<file path="src/hw/rtl/i2cms_pkg.sv">
// ----------------------------------------------------------------------------
// i2cms_pkg
// Shared types and constants of the I2C master line sequencer.
// ----------------------------------------------------------------------------
`default_nettype none

package i2cms_pkg;

  localparam int DATA_BITS   = 8;
  localparam int BIT_CNT_W   = $clog2(DATA_BITS);
  localparam int HOLD_W      = 16;
  localparam logic [HOLD_W-1:0] HOLD_RESET = 16'd720;
  localparam int QUEUE_DEPTH = 2;

  typedef enum logic [2:0] {
    OP_START   = 3'd0,
    OP_STOP    = 3'd1,
    OP_TX_BYTE = 3'd2,
    OP_RX_BYTE = 3'd3,
    OP_TX_ACK  = 3'd4,
    OP_RX_ACK  = 3'd5
  } op_e;

  typedef enum logic {
    SEQ_IDLE = 1'b0,
    SEQ_RUN  = 1'b1
  } seq_state_e;

  typedef struct packed {
    op_e                  op;
    logic [DATA_BITS-1:0] tx_byte;
    logic                 ack_out;
    logic [DATA_BITS-1:0] sda_samples;
  } cmd_t;

endpackage

`default_nettype wire

</file>
<file path="src/hw/rtl/i2cms_if.sv">
// ----------------------------------------------------------------------------
// i2cms_if
// Request channels of the sequencer: commands in, line phases out.
// ----------------------------------------------------------------------------
`default_nettype none

interface i2cms_cmd_if;
  logic       valid;
  logic       ready;
  logic [2:0] operation;
  logic [7:0] tx_byte;
  logic       ack_out;
  logic [7:0] sda_samples;

  modport source (output valid, operation, tx_byte, ack_out, sda_samples, input ready);
  modport sink   (input valid, operation, tx_byte, ack_out, sda_samples, output ready);
endinterface

interface i2cms_phase_if;
  logic       valid;
  logic       ready;
  logic       scl_level;
  logic       sda_level;
  logic       sample_point;
  logic [7:0] rx_byte;
  logic       ack_seen;
  logic       last_phase;

  modport source (output valid, scl_level, sda_level, sample_point, rx_byte, ack_seen,
                  last_phase, input ready);
  modport sink   (input valid, scl_level, sda_level, sample_point, rx_byte, ack_seen,
                  last_phase, output ready);
endinterface

`default_nettype wire

</file>
<file path="src/hw/rtl/i2cms_front.sv">
// ----------------------------------------------------------------------------
// i2cms_front
// Command intake: drops unused operation codes and queues the rest.
// ----------------------------------------------------------------------------
`default_nettype none

module i2cms_front #(
  parameter int QUEUE_DEPTH = i2cms_pkg::QUEUE_DEPTH
) (
  input  wire logic            clk_i,
  input  wire logic            rst_ni,
  i2cms_cmd_if.sink            cmd_i,
  output      logic            q_valid_o,
  output      i2cms_pkg::cmd_t q_data_o,
  input  wire logic            q_ready_i
);

  localparam int PtrW = (QUEUE_DEPTH > 1) ? $clog2(QUEUE_DEPTH) : 1;
  localparam int CntW = $clog2(QUEUE_DEPTH + 1);

  i2cms_pkg::cmd_t mem_q [QUEUE_DEPTH];
  logic [PtrW-1:0] wr_ptr_q, wr_ptr_d;
  logic [PtrW-1:0] rd_ptr_q, rd_ptr_d;
  logic [CntW-1:0] count_q, count_d;
  logic            op_ok;
  logic            push, pop;
  i2cms_pkg::cmd_t entry;

  always_comb begin
    unique case (cmd_i.operation)
      i2cms_pkg::OP_START,
      i2cms_pkg::OP_STOP,
      i2cms_pkg::OP_TX_BYTE,
      i2cms_pkg::OP_RX_BYTE,
      i2cms_pkg::OP_TX_ACK,
      i2cms_pkg::OP_RX_ACK: op_ok = 1'b1;
      default:              op_ok = 1'b0;
    endcase
  end

  always_comb begin
    entry.op          = i2cms_pkg::op_e'(cmd_i.operation);
    entry.tx_byte     = cmd_i.tx_byte;
    entry.ack_out     = cmd_i.ack_out;
    entry.sda_samples = cmd_i.sda_samples;
  end

  assign cmd_i.ready = (count_q != CntW'(QUEUE_DEPTH));
  assign push        = cmd_i.valid && cmd_i.ready && op_ok;
  assign q_valid_o   = (count_q != '0);
  assign pop         = q_valid_o && q_ready_i;
  assign q_data_o    = mem_q[rd_ptr_q];

  always_comb begin
    wr_ptr_d = wr_ptr_q;
    rd_ptr_d = rd_ptr_q;
    count_d  = count_q;
    if (push) begin
      wr_ptr_d = (wr_ptr_q == PtrW'(QUEUE_DEPTH - 1)) ? '0 : wr_ptr_q + 1'b1;
    end
    if (pop) begin
      rd_ptr_d = (rd_ptr_q == PtrW'(QUEUE_DEPTH - 1)) ? '0 : rd_ptr_q + 1'b1;
    end
    if (push && !pop) begin
      count_d = count_q + 1'b1;
    end else if (pop && !push) begin
      count_d = count_q - 1'b1;
    end
  end

  always_ff @(posedge clk_i or negedge rst_ni) begin
    if (!rst_ni) begin
      wr_ptr_q <= '0;
      rd_ptr_q <= '0;
      count_q  <= '0;
    end else begin
      wr_ptr_q <= wr_ptr_d;
      rd_ptr_q <= rd_ptr_d;
      count_q  <= count_d;
    end
  end

  always_ff @(posedge clk_i) begin
    if (push) begin
      mem_q[wr_ptr_q] <= entry;
    end
  end

endmodule

`default_nettype wire

</file>
<file path="src/hw/rtl/i2cms_back.sv">
// ----------------------------------------------------------------------------
// i2cms_back
// Phase sequencer: steps through a command's line phases, paces them with the
// programmed hold counter and registers each one on the output channel.
// ----------------------------------------------------------------------------
`default_nettype none

module i2cms_back (
  input  wire logic                          clk_i,
  input  wire logic                          rst_ni,
  input  wire logic                          q_valid_i,
  input  wire i2cms_pkg::cmd_t               q_data_i,
  output      logic                          q_ready_o,
  input  wire logic                          cfg_we_i,
  input  wire logic [i2cms_pkg::HOLD_W-1:0]  cfg_wdata_i,
  i2cms_phase_if.source                      phase_o
);

  localparam int DB = i2cms_pkg::DATA_BITS;
  localparam int BW = i2cms_pkg::BIT_CNT_W;
  localparam int HW = i2cms_pkg::HOLD_W;

  i2cms_pkg::seq_state_e state_q, state_d;

  logic [HW-1:0] hold_q;
  logic [HW-1:0] hold_cnt_q, hold_cnt_d;
  i2cms_pkg::op_e op_q;
  logic [DB-1:0] tx_q, tx_d;
  logic [DB-1:0] smp_q, smp_d;
  logic [DB-1:0] rx_q, rx_d;
  logic          ack_q;
  logic [1:0]    step_q, step_d;
  logic [BW-1:0] bit_q, bit_d;
  logic          scl_q, scl_d;
  logic          sda_q, sda_d;
  logic          bit_last;

  logic          issue;
  logic          load;
  logic          ph_sample;
  logic [DB-1:0] ph_rx;
  logic          ph_ack;
  logic          ph_last;

  logic          out_valid_q;
  logic          out_scl_q, out_sda_q, out_sample_q, out_ack_q, out_last_q;
  logic [DB-1:0] out_rx_q;

  assign load     = (state_q == i2cms_pkg::SEQ_IDLE) && q_valid_i;
  assign q_ready_o = (state_q == i2cms_pkg::SEQ_IDLE);
  assign issue    = (state_q == i2cms_pkg::SEQ_RUN) && (hold_cnt_q == '0) &&
                    (!out_valid_q || phase_o.ready);
  assign bit_last = (bit_q == BW'(DB - 1));

  // next state
  always_comb begin
    state_d = state_q;
    unique case (state_q)
      i2cms_pkg::SEQ_IDLE: begin
        if (q_valid_i) begin
          state_d = i2cms_pkg::SEQ_RUN;
        end
      end
      i2cms_pkg::SEQ_RUN: begin
        if (issue && ph_last) begin
          state_d = i2cms_pkg::SEQ_IDLE;
        end
      end
      default: state_d = i2cms_pkg::SEQ_IDLE;
    endcase
  end

  // phase content
  always_comb begin
    scl_d     = scl_q;
    sda_d     = sda_q;
    tx_d      = tx_q;
    smp_d     = smp_q;
    rx_d      = rx_q;
    step_d    = step_q + 2'd1;
    bit_d     = bit_q;
    ph_sample = 1'b0;
    ph_rx     = '0;
    ph_ack    = 1'b0;
    ph_last   = 1'b0;
    unique case (op_q)
      i2cms_pkg::OP_START: begin
        unique case (step_q)
          2'd0:    sda_d = 1'b1;
          2'd1:    scl_d = 1'b1;
          2'd2:    sda_d = 1'b0;
          default: begin
            scl_d   = 1'b0;
            ph_last = 1'b1;
          end
        endcase
      end
      i2cms_pkg::OP_STOP: begin
        unique case (step_q)
          2'd0:    sda_d = 1'b0;
          2'd1:    scl_d = 1'b1;
          default: begin
            sda_d   = 1'b1;
            ph_last = 1'b1;
          end
        endcase
      end
      i2cms_pkg::OP_TX_BYTE: begin
        unique case (step_q)
          2'd0: begin
            sda_d = tx_q[DB-1];
            tx_d  = {tx_q[DB-2:0], 1'b0};
          end
          2'd1:    scl_d = 1'b1;
          default: begin
            scl_d   = 1'b0;
            ph_last = bit_last;
            step_d  = 2'd0;
            bit_d   = bit_q + 1'b1;
          end
        endcase
      end
      i2cms_pkg::OP_RX_BYTE: begin
        unique case (step_q)
          2'd3: begin
            sda_d  = 1'b1;
            step_d = 2'd0;
          end
          2'd0:    scl_d = 1'b1;
          2'd1: begin
            ph_sample = 1'b1;
            rx_d      = {rx_q[DB-2:0], smp_q[DB-1]};
            smp_d     = {smp_q[DB-2:0], 1'b0};
          end
          default: begin
            scl_d   = 1'b0;
            ph_last = bit_last;
            ph_rx   = bit_last ? rx_q : '0;
            step_d  = 2'd0;
            bit_d   = bit_q + 1'b1;
          end
        endcase
      end
      i2cms_pkg::OP_TX_ACK: begin
        unique case (step_q)
          2'd0:    sda_d = ack_q;
          2'd1:    scl_d = 1'b1;
          default: begin
            scl_d   = 1'b0;
            ph_last = 1'b1;
          end
        endcase
      end
      default: begin
        unique case (step_q)
          2'd3: begin
            sda_d  = 1'b1;
            step_d = 2'd0;
          end
          2'd0:    scl_d = 1'b1;
          2'd1: begin
            ph_sample = 1'b1;
            rx_d      = {rx_q[DB-2:0], smp_q[DB-1]};
          end
          default: begin
            scl_d   = 1'b0;
            ph_last = 1'b1;
            ph_ack  = rx_q[0];
          end
        endcase
      end
    endcase
  end

  always_comb begin
    hold_cnt_d = hold_cnt_q;
    if (issue) begin
      hold_cnt_d = hold_q - 1'b1;
    end else if (hold_cnt_q != '0) begin
      hold_cnt_d = hold_cnt_q - 1'b1;
    end
  end

  always_ff @(posedge clk_i or negedge rst_ni) begin
    if (!rst_ni) begin
      state_q     <= i2cms_pkg::SEQ_IDLE;
      hold_q      <= i2cms_pkg::HOLD_RESET;
      hold_cnt_q  <= '0;
      scl_q       <= 1'b1;
      sda_q       <= 1'b1;
      step_q      <= '0;
      bit_q       <= '0;
      out_valid_q <= 1'b0;
    end else begin
      state_q    <= state_d;
      hold_cnt_q <= hold_cnt_d;
      if (cfg_we_i) begin
        hold_q <= (cfg_wdata_i == '0) ? HW'(1) : cfg_wdata_i;
      end
      if (load) begin
        step_q <= ((q_data_i.op == i2cms_pkg::OP_RX_BYTE) ||
                   (q_data_i.op == i2cms_pkg::OP_RX_ACK)) ? 2'd3 : 2'd0;
        bit_q  <= '0;
      end else if (issue) begin
        step_q <= step_d;
        bit_q  <= bit_d;
        scl_q  <= scl_d;
        sda_q  <= sda_d;
      end
      if (issue) begin
        out_valid_q <= 1'b1;
      end else if (phase_o.ready) begin
        out_valid_q <= 1'b0;
      end
    end
  end

  always_ff @(posedge clk_i) begin
    if (load) begin
      op_q  <= q_data_i.op;
      tx_q  <= q_data_i.tx_byte;
      ack_q <= q_data_i.ack_out;
      smp_q <= q_data_i.sda_samples;
      rx_q  <= '0;
    end else if (issue) begin
      tx_q  <= tx_d;
      smp_q <= smp_d;
      rx_q  <= rx_d;
    end
    if (issue) begin
      out_scl_q    <= scl_d;
      out_sda_q    <= sda_d;
      out_sample_q <= ph_sample;
      out_rx_q     <= ph_rx;
      out_ack_q    <= ph_ack;
      out_last_q   <= ph_last;
    end
  end

  assign phase_o.valid        = out_valid_q;
  assign phase_o.scl_level    = out_scl_q;
  assign phase_o.sda_level    = out_sda_q;
  assign phase_o.sample_point = out_sample_q;
  assign phase_o.rx_byte      = out_rx_q;
  assign phase_o.ack_seen     = out_ack_q;
  assign phase_o.last_phase   = out_last_q;

endmodule

`default_nettype wire

</file>
<file path="src/hw/rtl/i2c_master_bit_sequencer_core.sv">
// ----------------------------------------------------------------------------
// i2c_master_bit_sequencer_core
// I2C master line sequencer: turns bus commands into timed SCL/SDA phases.
// ----------------------------------------------------------------------------
//  channel   dir   handshake          payload
//  cmd_i     in    valid/ready        operation, tx_byte, ack_out, sda_samples
//  phase_o   out   valid/ready        scl/sda level, sample_point, rx_byte,
//                                     ack_seen, last_phase
//  cfg       in    cfg_we_i           cfg_wdata_i = phase_hold_cycles
//
//  a command gives 3 to 25 phases; phases are paced by the hold counter of
//  the sequencer, which reloads from phase_hold_cycles as each phase issues
//  the command queue takes new requests while the sequencer runs
//  a stalled output freezes the sequencer; reset returns both lines released
// ----------------------------------------------------------------------------
`default_nettype none

module i2c_master_bit_sequencer_core #(
  parameter int QUEUE_DEPTH = i2cms_pkg::QUEUE_DEPTH
) (
  input  wire logic                          clk_i,
  input  wire logic                          rst_ni,
  i2cms_cmd_if.sink                          cmd_i,
  i2cms_phase_if.source                      phase_o,
  input  wire logic                          cfg_we_i,
  input  wire logic [i2cms_pkg::HOLD_W-1:0]  cfg_wdata_i
);

  logic            q_valid;
  logic            q_ready;
  i2cms_pkg::cmd_t q_data;

  i2cms_front #(
    .QUEUE_DEPTH(QUEUE_DEPTH)
  ) u_front (
    .clk_i    (clk_i),
    .rst_ni   (rst_ni),
    .cmd_i    (cmd_i),
    .q_valid_o(q_valid),
    .q_data_o (q_data),
    .q_ready_i(q_ready)
  );

  i2cms_back u_back (
    .clk_i      (clk_i),
    .rst_ni     (rst_ni),
    .q_valid_i  (q_valid),
    .q_data_i   (q_data),
    .q_ready_o  (q_ready),
    .cfg_we_i   (cfg_we_i),
    .cfg_wdata_i(cfg_wdata_i),
    .phase_o    (phase_o)
  );

endmodule

`default_nettype wire

</file>
<file path="src/flat_wrapper.sv">
// flat-port wrapper written by rule: the top's interface ports become plain ports
module i2c_master_bit_sequencer_core_flat 
#(
  parameter int QUEUE_DEPTH = i2cms_pkg::QUEUE_DEPTH
)
  (clk_i, rst_ni, cfg_we_i, cfg_wdata_i, cmd_i_valid, cmd_i_operation, cmd_i_tx_byte, cmd_i_ack_out, cmd_i_sda_samples, cmd_i_ready, phase_o_valid, phase_o_scl_level, phase_o_sda_level, phase_o_sample_point, phase_o_rx_byte, phase_o_ack_seen, phase_o_last_phase, phase_o_ready);
  i2cms_cmd_if cmd_i_i ();
  i2cms_phase_if phase_o_i ();
  input  wire logic clk_i;
  input  wire logic rst_ni;
  input  wire logic cfg_we_i;
  input  wire logic [i2cms_pkg::HOLD_W-1:0] cfg_wdata_i;
  input wire logic [$bits(cmd_i_i.valid)-1:0] cmd_i_valid;
  input wire logic [$bits(cmd_i_i.operation)-1:0] cmd_i_operation;
  input wire logic [$bits(cmd_i_i.tx_byte)-1:0] cmd_i_tx_byte;
  input wire logic [$bits(cmd_i_i.ack_out)-1:0] cmd_i_ack_out;
  input wire logic [$bits(cmd_i_i.sda_samples)-1:0] cmd_i_sda_samples;
  output wire logic [$bits(cmd_i_i.ready)-1:0] cmd_i_ready;
  output wire logic [$bits(phase_o_i.valid)-1:0] phase_o_valid;
  output wire logic [$bits(phase_o_i.scl_level)-1:0] phase_o_scl_level;
  output wire logic [$bits(phase_o_i.sda_level)-1:0] phase_o_sda_level;
  output wire logic [$bits(phase_o_i.sample_point)-1:0] phase_o_sample_point;
  output wire logic [$bits(phase_o_i.rx_byte)-1:0] phase_o_rx_byte;
  output wire logic [$bits(phase_o_i.ack_seen)-1:0] phase_o_ack_seen;
  output wire logic [$bits(phase_o_i.last_phase)-1:0] phase_o_last_phase;
  input wire logic [$bits(phase_o_i.ready)-1:0] phase_o_ready;
  assign cmd_i_i.valid = cmd_i_valid;
  assign cmd_i_i.operation = cmd_i_operation;
  assign cmd_i_i.tx_byte = cmd_i_tx_byte;
  assign cmd_i_i.ack_out = cmd_i_ack_out;
  assign cmd_i_i.sda_samples = cmd_i_sda_samples;
  assign cmd_i_ready = cmd_i_i.ready;
  assign phase_o_valid = phase_o_i.valid;
  assign phase_o_scl_level = phase_o_i.scl_level;
  assign phase_o_sda_level = phase_o_i.sda_level;
  assign phase_o_sample_point = phase_o_i.sample_point;
  assign phase_o_rx_byte = phase_o_i.rx_byte;
  assign phase_o_ack_seen = phase_o_i.ack_seen;
  assign phase_o_last_phase = phase_o_i.last_phase;
  assign phase_o_i.ready = phase_o_ready;
  i2c_master_bit_sequencer_core #(.QUEUE_DEPTH(QUEUE_DEPTH)) u_core (.clk_i(clk_i), .rst_ni(rst_ni), .cmd_i(cmd_i_i), .phase_o(phase_o_i), .cfg_we_i(cfg_we_i), .cfg_wdata_i(cfg_wdata_i));
endmodule
</file>
<file path="config.mk">
export PLATFORM = sky130hd
export DESIGN_NAME = i2c_master_bit_sequencer_core_flat
export DESIGN_NICKNAME = d
export VERILOG_FILES = /design/src/hw/rtl/i2cms_pkg.sv /design/src/hw/rtl/i2cms_if.sv /design/src/hw/rtl/i2cms_front.sv /design/src/hw/rtl/i2cms_back.sv /design/src/hw/rtl/i2c_master_bit_sequencer_core.sv /design/src/flat_wrapper.sv
export SDC_FILE = /design/constraint.sdc
export NUM_CORES = 1
export LEC_CHECK = 0
export ABC_AREA = 1
export BUFFER_PORTS_ARGS = -buffer_cell sky130_fd_sc_hd__buf_2
export CORE_MARGIN = 1.5
export CORE_UTILIZATION = 60
export DETAILED_ROUTE_END_ITERATION = 7
export PLACE_DENSITY = 0.81
export SLEW_MARGIN = 20
export SYNTH_ARGS = -nofsm -noshare
export SYNTH_HDL_FRONTEND = slang
export SYNTH_SLANG_ARGS = --single-unit
</file>
<file path="constraint.sdc">
create_clock -name clk_i -period 5.88 [get_ports clk_i]
set_input_delay 0.588 -clock clk_i [delete_from_list [all_inputs] [get_ports clk_i]]
set_output_delay 0.588 -clock clk_i [all_outputs]
set_load 0.01 [all_outputs]
</file>
# Word-level counts from Yosys, hierarchy flattened
# Memory sizes are Yosys's and may differ from the RTL's.
# Cells that the tools add are included.
[op_classes] addsub=8 n_eq_ne=18 mux=52 bitwise_logic=5 n_reduce_logical=47
[op_table] operator="$mux 8" n=8
[op_table] operator="$mux 16" n=3
[op_table] operator="$logic_not 16->1" n=2
[op_table] operator="$sub 16x1->16 const B" n=2
[op_table] operator="$mux 1" n=19
[op_table] operator="$reduce_bool 2->1" n=9
[op_table] operator="$reduce_bool 16->1" n=1
[op_table] operator="$eq 3x2->1 const B" n=5
[op_table] operator="$eq 3x3->1 const B" n=5
[op_table] operator="$mux 2" n=7
[op_table] operator="$mux 3" n=4
[op_table] operator="$pmux 1 s2" n=6
[op_table] operator="$reduce_or 2->1" n=6
[op_table] operator="$reduce_and 3->1" n=3
[op_table] operator="$reduce_or 3->1" n=3
[op_table] operator="$logic_and 1x1->1" n=8
[op_table] operator="$pmux 1 s4" n=2
[op_table] operator="$reduce_or 8->1" n=1
[op_table] operator="$eq 3x1->1 const B" n=2
[op_table] operator="$logic_not 3->1" n=2
[op_table] operator="$ne 3x2->1 const B" n=2
[op_table] operator="$pmux 3 s2" n=1
[op_table] operator="$reduce_or 6->1" n=1
[op_table] operator="$not 1->1" n=5
[op_table] operator="other kinds (17)" n=23
[totals] reg_bits=86 ramBits=40 input_bits=41 out_inout_bits=15 word_cells=153 memories=1
[mem_list] memory="u_core.u_front.mem_q" words=2 word_bits=20 read_ports=1 rd_ports_with_merged_regs=0 write_ports=1 line_no="i2cms_front.sv:21" source="i2cms_pkg::cmd_t mem_q [QUEUE_DEPTH];"

# Longest topological paths before layout
[depth] word_depth=8 depth_mapped=15 mapped_depth_nobuf=14

# Cells and area by module
# A second synthesis with hierarchy kept.
[hier_totals] cells_unflattened=644 hier_area_um2=6112.1
[modules_own_cells] module="i2cms_back" instances=1 cells_each=508 area_each_um2=4197.8 seq_area_each_um2=2184.6
[modules_own_cells] module="i2cms_front" instances=1 cells_each=136 area_each_um2=1914.3 seq_area_each_um2=1301.2

# Worst setup path before layout
# Ideal clock, no wire load.
[synth_timing] path_kind="input port to flip-flop" start="input port cmd_i_operation[2]" end="memory u_core.u_front.mem_q[1][0] (netlist bit) (enable)" setup_ps=398 t_arrival_ps=1766 required_time_ps=5482 path_slack_ps=3716 stages=4 path_buffers=0 cell_sequence="nand2_1 and3_1 inv_1 nor2_1"
[synth_between] elab_chain_cells=6 elab_cells_between_ends=11 classes_between="eq/ne: 5; mux: 3; reduce/logical: 3"
[synth_lines] item="start: declaration" line_no="flat_wrapper.sv:14" source="input wire logic [$bits(cmd_i_i.operation)-1:0] cmd_i_operation;"
[synth_lines] item="$eq 3x1->1, or another cell as far along" line_no="i2cms_front.sv:30" source="unique case (cmd_i.operation)"
[synth_lines] item="$reduce_or 6->1 *" line_no="i2cms_front.sv:30"
[synth_lines] item="$mux 1 *" line_no="i2cms_front.sv:30"
[synth_lines] item="$logic_and 1x1->1 *" line_no="i2cms_front.sv:49" source="assign push = cmd_i.valid && cmd_i.ready && op_ok;"
[synth_lines] item="net u_core.u_front.push" line_no="i2cms_front.sv:26" source="logic push, pop;"
[synth_lines] item="$mux 1 *" line_no="i2cms_front.sv:84" source="if (push) begin"
[synth_lines] item="$mux 1 (implied by the code) *" line_no="i2cms_front.sv:85" source="mem_q[wr_ptr_q] <= entry;"
[synth_lines] item="end: declaration" line_no="i2cms_front.sv:21"
# The timed path passes the listed nets; every way through them passes the cells marked *.

# Final worst setup path
[layout_timing] start="register u_core.u_back.out_valid_q, in the netlist u_core.u_back.phase_o.valid" end="register u_core.u_back.rx_q[3]"
[layout_between] elab_chain_cells=4
[layout_lines] item="start: declaration" line_no="i2cms_back.sv:45" source="logic out_valid_q;"
[layout_lines] item="start signal: assignment" line_no="i2cms_back.sv:193" source="out_valid_q <= 1'b0;"
[layout_lines] item="start signal: assignment" line_no="i2cms_back.sv:211" source="out_valid_q <= 1'b1;"
[layout_lines] item="start signal: assignment" line_no="i2cms_back.sv:213" source="out_valid_q <= 1'b0;"
[layout_lines] item="$logic_not 1->1" line_no="i2cms_back.sv:52" source="(!out_valid_q || phase_o.ready);"
[layout_lines] item="$logic_or 1x1->1" line_no="i2cms_back.sv:52"
[layout_lines] item="$logic_and 1x1->1" line_no="i2cms_back.sv:51" source="assign issue = (state_q == i2cms_pkg::SEQ_RUN) && (hold_cnt_q == '0) &&"
[layout_lines] item="$reduce_and 3->1 (no source line)"
[layout_lines] item="end signal: assignment" line_no="i2cms_back.sv:228" source="rx_q <= rx_d;"
[layout_lines] item="end: declaration" line_no="i2cms_back.sv:30" source="logic [DB-1:0] rx_q, rx_d;"
# Every way passes these cells.
# A chain may end at the register's enable or synchronous reset.

==> results_dict.tcl <==
set metrics [dict create \
    status "finished, final reports clean" \
    dpl.hpwl_um 7499 \
    final_common_cell "nand2_1" \
    netlist_area_mm2 0.005674 \
    critPathKind "flop to flop" \
    cts_setup_buffers 0 \
    setup_violations 0 \
    grt_pass1_vias 3994 \
    skew_ns 0.01059 \
    synth_top_cell_by_area "edfxtp_1" \
    die_y_um 100.2 \
    cts_max_level 4 \
    cp_cell_sequence "nand2_1, nand4_2, inv_1, nand2_1, o21ai_0, a21oi_1" \
    synthArstFlopShare_pct 35.71 \
    drv_cap 0 \
    worstPathArrival_ns 3.43 \
    gp_congestion 0.8988 \
    dp_cells 740 \
    max_freq_ghz 0.3307 \
    crit_required_ns 6.29 \
    hold_buffers 0 \
    postLayoutCoreUtil_pct 71.90 \
    port_buffers 55 \
    ys_seq_area_share_pct 61.43 \
    die_x_um 100.2 \
    drtIter0Drc 231 \
    firstDrtPassIters 5 \
    clkSlewWorstSetupHoldPaths_ns 0.07 \
    cp.depth 6 \
    top_layer "met4" \
    cts_resized 0 \
    grt_usage_pct 24.54 \
    finalWirelength_um 11330 \
    syn_avg_cell_area_um2 9.650 \
    drive_above_1_share_pct 17.40 \
    synthCells 588 \
    r2r_end "u_core.u_back.rx_q[3]$_SDFFE_PP0P_" \
    rr_startpoint "u_core.u_back.phase_o.valid$_DFFE_PN0P_" \
    core_area_mm2 0.009196 \
    rows 35 \
    viasPerCell 5.412 \
    synth_warnings 0 \
    rsz0062_at_grt "no" \
    worstSetupEndpointType "flop" \
    root_buffer "clkbuf_8" \
    dr_total_vias 4178 \
    grt_pass1_wl_um 18640 \
    hold_violations 0 \
    endpoint "u_core.u_back.rx_q[3]$_SDFFE_PP0P_" \
    p_leak_nw 2.897 \
    wl_met2_um 5637 \
    worst_slew_pin_slew_ns 1.116 \
    relSlewSlack_pct 25.32 \
    clockBufferDepth 2 \
    place_ws_ns 2.585 \
    setup_tns_ns 0 \
    critPathBufInv 1 \
    crit_start "u_core.u_back.phase_o.valid$_DFFE_PN0P_" \
    area_delta_synth_final_pct 16.54 \
    drc_errors 0 \
    pwr_density_cell_mw_per_mm2 365.0 \
    grt_max_degree 46 \
    r2r_slack_ns 2.86 \
    synth_cell_type_count 42 \
    synth_nets 640 \
    worst_path_largest_cell_delay_ns 0.76 \
    clkLatencyLatePin_ns 0.53 \
    met3_length_um 575 \
    critPathLaunchType "flop" \
    postLayoutSetupSlackWorst_ns 2.856 \
    netlist.area_leader.share_pct 38.63 \
    ant_nets 0 \
    start_util_pct 61.70 \
    antenna_found_initial 0 \
    rr_worst_depth 6 \
    ys.flop_type "edfxtp_1" \
    synth_edf_count 73 \
    pin_count 56 \
    fin_cells 772 \
    postPlaceCellArea_mm2 0.006036 \
    worstPathMaxFanout 23 \
    met1Wirelength_um 4930 \
    fin_nets 700 \
    layout_common_cells "nand2_1, nor2_1, inv_1, edfxtp_1, buf_2" \
    cpMostUsedCell "nand2_1" \
    critPathTopFamily "simple AND/OR/NAND/NOR gates" \
    wl_per_cell_um 14.67 \
    fp.dieArea_mm2 0.01005 \
    cts.sinks 126 \
    min_period_ns 3.024 \
    ys_ff_latch 126 \
    finalCritPeriodShare_pct 51.42 \
    overflow 0 \
    cts-buffers-inserted 17 \
    insertedDiodeCount 0 \
    cp_slowest_cell "inv_1" \
    cts_tree "built" \
    design_area_mm2 0.006613 \
    vdd_drop_max_uv 228.0 \
    hold_path_class "primary input to async pin" \
    slew_viol_final 0 \
    synth_area_leaders "edfxtp_1, dfrtp_1, nand2_1" \
]
==> sequential cells by signal, indices dropped and copies added, names as in the netlist, 2 cells and up <==
signal / count
u_core.u_back.bit_q: 3
u_core.u_front.count_q: 2
u_core.u_back.step_q: 2
u_core.u_back.rx_q: 8
u_core.u_back.tx_q: 8
u_core.u_back.hold_q: 16
u_core.u_back.op_q: 3
u_core.u_back.phase_o.rx_byte: 8
u_core.u_back.hold_cnt_q: 16
u_core.u_back.smp_q: 8
u_core.u_front.mem_q: 40
==> cell families after synthesis <==
family	share of synthesized area, %
AOI/OAI and AO/OA	10.17
xor gates and xnor gates	0.7719
adders and majority gates	2.426
buffers and inverters	6.505
DFF	61.43
muxes	0.1984
and+or+nand+nor	18.50
==> how the worst min path moves through the flow <==
stage | end | slack, ns
finish | u_core.u_back.bit_q[2]$_DFFE_PN0P_ | 0.06
global route | u_core.u_back.bit_q[2]$_DFFE_PN0P_ | 0.11
CTS | u_core.u_front.mem_q[1][4]$_DFFE_PP_ | 0.23
detailed placement | u_core.u_back.rx_q[5]$_SDFFE_PP0P_ | 0.47
global placement | u_core.u_back.rx_q[7]$_SDFFE_PP0P_ | 0.44
floorplan | u_core.u_back.bit_q[0]$_DFFE_PN0P_ | 0.29
==> layout make-up <==
cell class                 count  area (um2)
clock buffer                  17       414.1
clock inverter                15       160.2
fill                         671        2584
inverter                      77       289.0
multi-input combinational    368        1824
sequential                   126        3486
tap                          111       138.9
timing repair buffer          58       300.3
==> cell usage after synthesis (2+ instances only) <==
cell type / number
o21bai_1: 3
clkbuf_1: 12
inv_1: 75
nor4_1: 4
buf_4: 2
o211ai_1: 5
edfxtp_1: 73
clkinv_1: 2
nand3_1: 22
a21oi_1: 27
xnor2_1: 2
xor2_1: 3
o21bai_2: 2
nor2_2: 3
nand4_1: 2
nor2_1: 78
nand2_1: 128
a31oi_1: 17
dfstp_2: 6
o21ai_0: 41
nand2_2: 2
dfxtp_1: 8
nand3_2: 2
or2_2: 3
dfrtp_1: 39
ha_1: 11
==> worst reg2reg max path: cells and delay by family, from the launching register on <==
kind,cells,cell delay (ns)
AND/OR/NAND/NOR,3,1.34
buffers and inverters,1,0.76
flip-flops,1,0.38
AO/OA/AOI/OAI,2,0.43
==> layer usage <==
metal	GRT usage (%)	up-vias
met5	0	-
met4	8.884	0
met3	6.685	17
met1	32.27	1957
li1	-	2077
met2	39.56	127
==> stage by stage <==
step	hold WS [ns]	power, mW
after floorplan	0.2924	1.315
after global placement	0.4432	1.395
after detailed placement	0.4715	1.410
after CTS	0.2313	2.423
after global routing	0.1051	2.511
final	0.05946	2.413
==> report_power, final <==
group / switching (mW) / total [mW] / internal [mW]
logic: 0.203 / 0.308 / 0.105
registers: 0.0417 / 1.09 / 1.05
clock network: 0.432 / 1.02 / 0.583
Note: power is estimated with default switching activity, not from simulation.
